### config.mk
export PLATFORM = sky130hd
export DESIGN_NAME = dual_hbridge_pwm_command_unit
export DESIGN_NICKNAME = d
export VERILOG_FILES = /design/src/rtl/hbpc_pkg.sv /design/src/rtl/hbpc_chan_prep.sv /design/src/rtl/hbpc_chan_state.sv /design/src/rtl/dual_hbridge_pwm_command_unit.sv
export VERILOG_INCLUDE_DIRS = /design/src /design/src/rtl
export SDC_FILE = /design/constraint.sdc
export NUM_CORES = 2
export LEC_CHECK = 0
export ABC_CLOCK_PERIOD_IN_PS = 7900
export BUFFER_PORTS_ARGS = -buffer_cell sky130_fd_sc_hd__buf_2
export CORE_MARGIN = 3
export CORE_UTILIZATION = 59
export DETAILED_ROUTE_END_ITERATION = 6
export MAX_ROUTING_LAYER = met4
export PLACE_DENSITY_LB_ADDON = 0.1
export SYNTH_ARGS = -nofsm -noshare
export SYNTH_HDL_FRONTEND = slang
export SYNTH_SLANG_ARGS = --single-unit
### constraint.sdc
create_clock -name aclk -period 7.9 [get_ports aclk]
set_input_delay 0.79 -clock aclk [delete_from_list [all_inputs] [get_ports aclk]]
set_output_delay 0.79 -clock aclk [all_outputs]
set_load 0.005 [all_outputs]
### src/rtl/assert_macros.svh
// Assertion macros shared by the channel state and top-level RTL modules.
`ifndef ASSERT_MACROS_SVH
`define ASSERT_MACROS_SVH

// Same-cycle implication, off while reset is held.
`define ASSERT_IMPLIES(label, clk, rst_n, ante, cons) \
    label: assert property (@(posedge clk) disable iff (!rst_n) (ante) |-> (cons)) \
        else $error("assertion failed");

// Next-cycle implication, off while reset is held.
`define ASSERT_NEXT(label, clk, rst_n, ante, cons) \
    label: assert property (@(posedge clk) disable iff (!rst_n) (ante) |=> (cons)) \
        else $error("assertion failed");

`endif

### src/rtl/hbpc_pkg.sv
// Types, codes and constants of the dual H-bridge PWM command unit.
`timescale 1ns / 1ps

package hbpc_pkg;

    localparam int PCT_W      = 16;
    localparam int APPLIED_W  = 8;
    localparam int MAG_W      = 7;
    localparam int PERIOD_W   = 17;
    localparam int PROD_W     = 24;
    localparam int QIN_W      = PROD_W - 2;
    localparam int RECIP_W    = 23;
    localparam int RECIP_SHIFT = 27;
    localparam int CFG_IDX_W  = 2;
    localparam int S_DATA_W   = 40;
    localparam int M_DATA_W   = 56;

    localparam logic signed [PCT_W-1:0]     PCT_HI     = 16'sd100;
    localparam logic signed [PCT_W-1:0]     PCT_LO     = -16'sd100;
    localparam logic signed [APPLIED_W-1:0] SAT_HI     = 8'sd100;
    localparam logic signed [APPLIED_W-1:0] SAT_LO     = -8'sd100;
    localparam logic [PROD_W-1:0]           ROUND_HALF = 24'd50;
    // ceil(2^27 / 25): exact quotient by 25 for any 22-bit dividend
    localparam logic [RECIP_W-1:0]          RECIP_25   = 23'd5368710;
    localparam logic [PERIOD_W-1:0]         PERIOD_RST = 17'd1000;

    localparam logic [1:0] DIR_NONE  = 2'b00;
    localparam logic [1:0] DIR_FWD   = 2'b01;
    localparam logic [1:0] DIR_REV   = 2'b10;
    localparam logic [1:0] DIR_BRAKE = 2'b11;

    typedef enum logic [2:0] {
        OP_SET_BOTH  = 3'd0,
        OP_SET_LEFT  = 3'd1,
        OP_SET_RIGHT = 3'd2,
        OP_COAST     = 3'd3,
        OP_BRAKE     = 3'd4,
        OP_ENABLE    = 3'd5,
        OP_DISABLE   = 3'd6
    } op_t;

    typedef enum logic [CFG_IDX_W-1:0] {
        CFG_PERIOD    = 2'd0,
        CFG_INV_LEFT  = 2'd1,
        CFG_INV_RIGHT = 2'd2
    } cfg_idx_t;

    typedef enum logic [2:0] {
        ACT_KEEP  = 3'd0,
        ACT_COAST = 3'd1,
        ACT_BRAKE = 3'd2,
        ACT_DRIVE = 3'd3,
        ACT_CLEAR = 3'd4
    } ch_act_t;

    typedef struct packed {
        ch_act_t                     act;
        logic [1:0]                  dir;
        logic signed [APPLIED_W-1:0] applied;
        logic [PROD_W-1:0]           scaled;
    } ch_cmd_t;

endpackage

### src/rtl/hbpc_chan_prep.sv
// Per-channel command preparation: saturate, invert, pick direction, scale by period.
`timescale 1ns / 1ps

module hbpc_chan_prep (
    input  logic signed [hbpc_pkg::PCT_W-1:0]    percent,
    input  logic                                 invert,
    input  logic        [hbpc_pkg::PERIOD_W-1:0] period,
    input  hbpc_pkg::ch_act_t                    req,
    output hbpc_pkg::ch_cmd_t                    cmd
);
    import hbpc_pkg::*;

    logic signed [APPLIED_W-1:0] sat;
    logic signed [APPLIED_W-1:0] dirn;
    logic        [MAG_W-1:0]     mag;

    always_comb begin
        if (percent > PCT_HI) begin
            sat = SAT_HI;
        end else if (percent < PCT_LO) begin
            sat = SAT_LO;
        end else begin
            sat = percent[APPLIED_W-1:0];
        end
        dirn = invert ? -sat : sat;
        mag  = dirn[APPLIED_W-1] ? MAG_W'(-dirn) : MAG_W'(dirn);

        cmd.act     = req;
        cmd.dir     = dirn[APPLIED_W-1] ? DIR_REV : DIR_FWD;
        cmd.applied = sat;
        cmd.scaled  = PROD_W'(period) * PROD_W'(mag) + ROUND_HALF;

        // zero command coasts the channel
        if (req == ACT_DRIVE && dirn == '0) begin
            cmd.act     = ACT_COAST;
            cmd.dir     = DIR_NONE;
            cmd.applied = '0;
        end
    end

endmodule

### src/rtl/hbpc_chan_state.sv
// Per-channel state: divide the scaled command by 100 and hold pins, compare and command.
`timescale 1ns / 1ps
`include "assert_macros.svh"

module hbpc_chan_state (
    input  logic                                 aclk,
    input  logic                                 aresetn,
    input  logic                                 load,
    input  hbpc_pkg::ch_cmd_t                    cmd,
    input  logic        [hbpc_pkg::PERIOD_W-1:0] period,
    output logic        [1:0]                    pins,
    output logic        [hbpc_pkg::PERIOD_W-1:0] compare,
    output logic signed [hbpc_pkg::APPLIED_W-1:0] applied
);
    import hbpc_pkg::*;

    logic        [QIN_W-1:0]         qin;
    logic        [QIN_W+RECIP_W-1:0] recip_prod;
    logic        [PERIOD_W-1:0]      quot;

    logic        [1:0]           pins_reg,    pins_next;
    logic        [PERIOD_W-1:0]  compare_reg, compare_next;
    logic signed [APPLIED_W-1:0] applied_reg, applied_next;

    // x/100 = (x/4)/25
    assign qin        = cmd.scaled[PROD_W-1:2];
    assign recip_prod = (QIN_W+RECIP_W)'(qin) * (QIN_W+RECIP_W)'(RECIP_25);
    assign quot       = recip_prod[RECIP_SHIFT+PERIOD_W-1:RECIP_SHIFT];

    always_comb begin
        pins_next    = pins_reg;
        compare_next = compare_reg;
        applied_next = applied_reg;
        if (load) begin
            unique case (cmd.act)
                ACT_COAST: begin
                    pins_next    = DIR_NONE;
                    compare_next = period;
                    applied_next = '0;
                end
                ACT_BRAKE: begin
                    pins_next    = DIR_BRAKE;
                    compare_next = '0;
                    applied_next = '0;
                end
                ACT_DRIVE: begin
                    pins_next    = cmd.dir;
                    compare_next = quot;
                    applied_next = cmd.applied;
                end
                ACT_CLEAR: begin
                    pins_next    = DIR_NONE;
                    compare_next = '0;
                    applied_next = '0;
                end
                default: begin
                end
            endcase
        end
    end

    always_ff @(posedge aclk) begin
        if (!aresetn) begin
            pins_reg    <= DIR_NONE;
            compare_reg <= '0;
            applied_reg <= '0;
        end else begin
            pins_reg    <= pins_next;
            compare_reg <= compare_next;
            applied_reg <= applied_next;
        end
    end

    assign pins    = pins_reg;
    assign compare = compare_reg;
    assign applied = applied_reg;

    `ASSERT_IMPLIES(a_brake_zero_cmp, aclk, aresetn, pins_reg == DIR_BRAKE, compare_reg == '0)
    `ASSERT_IMPLIES(a_cmd_needs_drive, aclk, aresetn, applied_reg != '0,
                    pins_reg == DIR_FWD || pins_reg == DIR_REV)
    `ASSERT_NEXT(a_hold_without_load, aclk, aresetn, !load, $stable(compare_reg))

endmodule

### src/rtl/dual_hbridge_pwm_command_unit.sv
// Top level of the dual H-bridge PWM command unit.
//
//  channel   | dir | beat payload
//  ----------+-----+------------------------------------------------------
//  s_ stream | in  | op, left speed command, right speed command
//  m_ stream | out | pins, compares, applied commands, enable flag
//  cfg       | in  | register index and data (period, invert bits)
//
// One command beat is taken every cycle unless a stalled result holds stage one full;
// a beat passes the stage-one register, then the channel state. Stage one decodes the
// op, updates the enable flag and forms period*|p|+50; stage two divides by 100 through
// a reciprocal multiply and updates the channel state, which is itself the result register.
// aresetn clears the enable flag, channel state and valids; config regs return
// to their reset values. A stalled result holds stage two, and stage one then fills.
`timescale 1ns / 1ps
`include "assert_macros.svh"

module dual_hbridge_pwm_command_unit (
    input  logic                                  aclk,
    input  logic                                  aresetn,
    input  logic                                  s_tvalid,
    output logic                                  s_tready,
    // [2:0] op, [18:3] left_speed, [34:19] right_speed, [39:35] zero
    input  logic [hbpc_pkg::S_DATA_W-1:0]         s_tdata,
    output logic                                  m_tvalid,
    input  logic                                  m_tready,
    // [0] standby_release, [1] left_in_a, [2] left_in_b, [19:3] left_compare,
    // [20] right_in_a, [21] right_in_b, [38:22] right_compare,
    // [46:39] left_applied, [54:47] right_applied, [55] is_enabled
    output logic [hbpc_pkg::M_DATA_W-1:0]         m_tdata,
    input  logic                                  cfg_valid,
    output logic                                  cfg_ready,
    input  logic [hbpc_pkg::CFG_IDX_W-1:0]        cfg_index,
    input  logic [hbpc_pkg::PERIOD_W-1:0]         cfg_data
);
    import hbpc_pkg::*;

    op_t     op;
    ch_act_t req_l, req_r;
    ch_cmd_t cmd_l, cmd_r;
    logic    s_acc, adv2;

    logic                en_reg, en_next;
    logic                v1_reg, v1_next;
    logic                out_valid_reg, out_valid_next;
    logic                en1_reg;
    logic                en_out_reg;
    ch_cmd_t             cmd_l_reg, cmd_r_reg;
    logic [PERIOD_W-1:0] period_reg;
    logic                inv_l_reg, inv_r_reg;

    logic        [1:0]           pins_l, pins_r;
    logic        [PERIOD_W-1:0]  cmp_l, cmp_r;
    logic signed [APPLIED_W-1:0] app_l, app_r;

    assign adv2     = v1_reg && (!out_valid_reg || m_tready);
    assign s_tready = !v1_reg || adv2;
    assign s_acc    = s_tvalid && s_tready;
    assign m_tvalid = out_valid_reg;
    assign cfg_ready = 1'b1;

    assign op = op_t'(s_tdata[2:0]);

    always_comb begin
        req_l   = ACT_KEEP;
        req_r   = ACT_KEEP;
        en_next = en_reg;
        unique case (op)
            OP_SET_BOTH: begin
                if (en_reg) begin
                    req_l = ACT_DRIVE;
                    req_r = ACT_DRIVE;
                end
            end
            OP_SET_LEFT: begin
                if (en_reg) begin
                    req_l = ACT_DRIVE;
                end
            end
            OP_SET_RIGHT: begin
                if (en_reg) begin
                    req_r = ACT_DRIVE;
                end
            end
            OP_COAST: begin
                req_l = ACT_COAST;
                req_r = ACT_COAST;
            end
            OP_BRAKE: begin
                if (en_reg) begin
                    req_l = ACT_BRAKE;
                    req_r = ACT_BRAKE;
                end
            end
            OP_ENABLE: begin
                req_l   = ACT_COAST;
                req_r   = ACT_COAST;
                en_next = 1'b1;
            end
            OP_DISABLE: begin
                req_l   = ACT_CLEAR;
                req_r   = ACT_CLEAR;
                en_next = 1'b0;
            end
            default: begin
            end
        endcase
    end

    hbpc_chan_prep u_prep_l (
        .percent (s_tdata[18:3]),
        .invert  (inv_l_reg),
        .period  (period_reg),
        .req     (req_l),
        .cmd     (cmd_l)
    );

    hbpc_chan_prep u_prep_r (
        .percent (s_tdata[34:19]),
        .invert  (inv_r_reg),
        .period  (period_reg),
        .req     (req_r),
        .cmd     (cmd_r)
    );

    always_comb begin
        v1_next = v1_reg;
        if (s_acc) begin
            v1_next = 1'b1;
        end else if (adv2) begin
            v1_next = 1'b0;
        end
        out_valid_next = out_valid_reg;
        if (adv2) begin
            out_valid_next = 1'b1;
        end else if (m_tready) begin
            out_valid_next = 1'b0;
        end
    end

    always_ff @(posedge aclk) begin
        if (!aresetn) begin
            en_reg        <= 1'b0;
            v1_reg        <= 1'b0;
            out_valid_reg <= 1'b0;
            en_out_reg    <= 1'b0;
            period_reg    <= PERIOD_RST;
            inv_l_reg     <= 1'b1;
            inv_r_reg     <= 1'b0;
        end else begin
            v1_reg        <= v1_next;
            out_valid_reg <= out_valid_next;
            if (s_acc) begin
                en_reg <= en_next;
            end
            if (adv2) begin
                en_out_reg <= en1_reg;
            end
            if (cfg_valid) begin
                case (cfg_index)
                    CFG_PERIOD:    period_reg <= cfg_data;
                    CFG_INV_LEFT:  inv_l_reg  <= cfg_data[0];
                    CFG_INV_RIGHT: inv_r_reg  <= cfg_data[0];
                    default: begin
                    end
                endcase
            end
        end
    end

    // stage one payload
    always_ff @(posedge aclk) begin
        if (s_acc) begin
            en1_reg   <= en_next;
            cmd_l_reg <= cmd_l;
            cmd_r_reg <= cmd_r;
        end
    end

    hbpc_chan_state u_state_l (
        .aclk    (aclk),
        .aresetn (aresetn),
        .load    (adv2),
        .cmd     (cmd_l_reg),
        .period  (period_reg),
        .pins    (pins_l),
        .compare (cmp_l),
        .applied (app_l)
    );

    hbpc_chan_state u_state_r (
        .aclk    (aclk),
        .aresetn (aresetn),
        .load    (adv2),
        .cmd     (cmd_r_reg),
        .period  (period_reg),
        .pins    (pins_r),
        .compare (cmp_r),
        .applied (app_r)
    );

    assign m_tdata = {en_out_reg, app_r, app_l, cmp_r, pins_r[1], pins_r[0],
                      cmp_l, pins_l[1], pins_l[0], en_out_reg};

    `ASSERT_IMPLIES(a_stall_needs_stage, aclk, aresetn, !s_tready, v1_reg && out_valid_reg)
    `ASSERT_NEXT(a_stage_holds, aclk, aresetn, v1_reg && !adv2, v1_reg && $stable(cmd_l_reg))
    `ASSERT_NEXT(a_adv_gives_result, aclk, aresetn, adv2, out_valid_reg)

endmodule

==> impl_metrics.toml <==
[outcome]
status = "completed"

[sta]
max_slew_margin = 0.203
hold_violations = 0
drv_slew = 0
worstMarginPinSlew_ps = 1190
skew_ps = 21.3
setup_viol_count_final = 0
period_needed_ps = 7510
min_period_over_period = 0.950
clock.fmax_mhz = 133
finalWorstSetupSlack_ps = 391

[layout]
nets = 4307
area_delta_synth_final_pct = 7.81
drive_above_1_share = 0.0822
final_cells = 3850

[global_routing]
overflow = 0
antenna_found_initial = 2
grtUsageTotal = 0.294
grt_max_degree = 73
grt_pass1_vias = 23400
grt_pass1_wl_mm = 121

[worst_setup_path]
cpMaxStageDelayCell = "fa_1"
cp_max_fo = 7
startpoint_type = "input port"
worst-setup-path-type = "input port to register"
crit_arrival_ps = 7810
cp-end-kind = "register"
max_stage_delay_ps = 530
required_ps = 8200

[clock_tree]
h-tree-depth = 4
cts_tree = "done"
cts_num_sinks = 148
cts_made_buffers = 17
clk_latency_ps = 460
cts_root_buffer = "clkbuf_16"
ctsHoldBuffers = 0
cts_max_path_buffers = 2
clk_pin_slew_ps = 80

[drt]
drtIter0Drc = 1088
drtAntennaViolNets = 0
wl_per_cell_um = 18.9
first_pass_iters = 5
num_vias = 21500
via_per_inst = 5.59
drc_errors = 0
routed_wl_mm = 72.6

[yosys]
synth_compound_area_frac = 0.0746
async_reset_ff_frac = 0
synth_fa_ha_area_frac = 0.574
synthMuxAreaShare = 0.00373
yosysWarningCount = 0
synth-seq-cells = 148
syn_inst = 3024
synth_top_area_share = 0.338
syn_avg_cell_area_um2 = 9.99
syn_nets = 4168
ys_types = 81
synth-xor-area-share = 0.0286
synth-simple-area-share = 0.110
synth_top_family_by_area = "adder cells"
synth-seq-area-share = 0.122
synth_area_leaders = "fa_1 34%, ha_1 24%, inv_1 7.7%, edfxtp_1 7.1%, dfxtp_1 5.1%"
synth_edf_count = 71
synth_ff_type = "dfxtp_1"
syn_area_um2 = 30200
synth.largest_area_cell = "fa_1"

[placement]
portBuffers = 116
routabilityCongestion = 0.944
dp_cells = 3814
preCtsSetupSlack_ps = -154
dp_hpwl_mm = 61.7

[worst_hold_path]
hold_path.class = "register to register"

[floorplan]
chipWidth_um = 232
core_area_um2 = 50400
pin_count = 123
rows = 82
initial_core_util = 0.600
die_h_um = 232
die-area_um2 = 54000

[run]
maxCapViolCount = 0
==> placed cells by master, fill, tap and decap left out, drive strengths merged, types with 16 or more instances in the layout <==
cell type	instances
clkbuf	17
a221oi	16
nor2b	57
xor2	39
nand2	191
nand3	47
nor2	112
edfxtp	71
a21o	37
fa	510
nand2b	27
a21oi	125
dfxtp	77
buf	184
ha	570
o21ai	70
inv	634
xnor2	54
and2	89
and3	30
nor3	30
==> area by class of cell <==
type	count	area, um2
Clock inverter	15	159
Multi-Input combinational cell	2187	24000
Fill cell	4194	17800
Tap cell	672	841
Inverter	625	2350
Timing Repair Buffer	184	1130
Clock buffer	17	425
Antenna cell	2	5.00
Sequential cell	148	3670
==> cell families (layout without fill, tap and decap cells) <==
| kind of cell | count (synthesis) | in the layout |
|---|---|---|
| AOI/OAI and AO/OA | 351 | 351 |
| and+or+nand+nor | 651 | 651 |
| DFF | 148 | 148 |
| other | 1 | 3 |
| adders and majority gates | 1080 | 1080 |
| buffers and inverters | 689 | 841 |
| muxes | 11 | 11 |
| xor gates and xnor gates | 93 | 93 |
==> layer usage <==
| layer | global-route usage | share of wire |
|---|---|---|
| met5 | - | 0 |
| met4 | 0.0730 | 0.023 |
| met1 | 0.401 | 0.45 |
| met2 | 0.453 | 0.45 |
| met3 | 0.0600 | 0.070 |
==> through the flow <==
step | util | TNS [ps] | area [um2] | hold WS (ps)
3_5_place_dp | 0.633 | -376 | 31900 | 443
3_3_place_gp | 0.633 | 0 | 31900 | 439
5_1_grt | 0.647 | -1.88 | 32600 | 472
2_1_floorplan | - | 0 | 30200 | 448
4_1_cts | 0.645 | 0 | 32500 | 459
6_report | 0.647 | 0 | 32600 | 454
==> worst paths after layout <==
path                                     start                                  to  slack [ps]  cells past startpoint
max                                s_tdata[22]             cmd_r_reg[23]$_DFFE_PP_         390                     32
min          u_state_l.applied[2]$_SDFFE_PN0P_   u_state_l.applied[2]$_SDFFE_PN0P_         450                      2
max reg2reg            cmd_r_reg[17]$_DFFE_PP_  u_state_r.compare[14]$_SDFFE_PN0P_         860                     20
min reg2reg  u_state_l.applied[2]$_SDFFE_PN0P_   u_state_l.applied[2]$_SDFFE_PN0P_         450                      2
==> critical path, delay by kind of cell <==
family / cells / cell delay, ps
and+or+nand+nor: 7 / 1450
adders and majority gates: 6 / 2450
xor gates and xnor gates: 2 / 280
AOI/OAI and AO/OA: 12 / 2300
buffers and inverters: 5 / 530
==> cell usage after synthesis, types with 27 or more instances <==
library cell and instances:
o21ai_0 65, and3_1 30, clkbuf_1 47, nand3_1 47
a21o_1 37, xor2_1 38, and2_1 89, fa_1 510
dfxtp_1 77, nand2_1 191, nor2b_1 57, inv_1 623
nand2b_1 27, a21oi_1 123, edfxtp_1 71, ha_1 570
nor2_1 108, xnor2_1 50
==> what timing repair did <==
| item | CTS | global route |
|---|---|---|
| setup buffers | 0 | 2 |
| setup endpoints to repair | 0 | 6 |
| gates resized for setup | 0 | 12 |
Power is left out: the tool's default activity adds up to more than one toggle a clock period on the data nets, which glitch-free logic cannot reach.
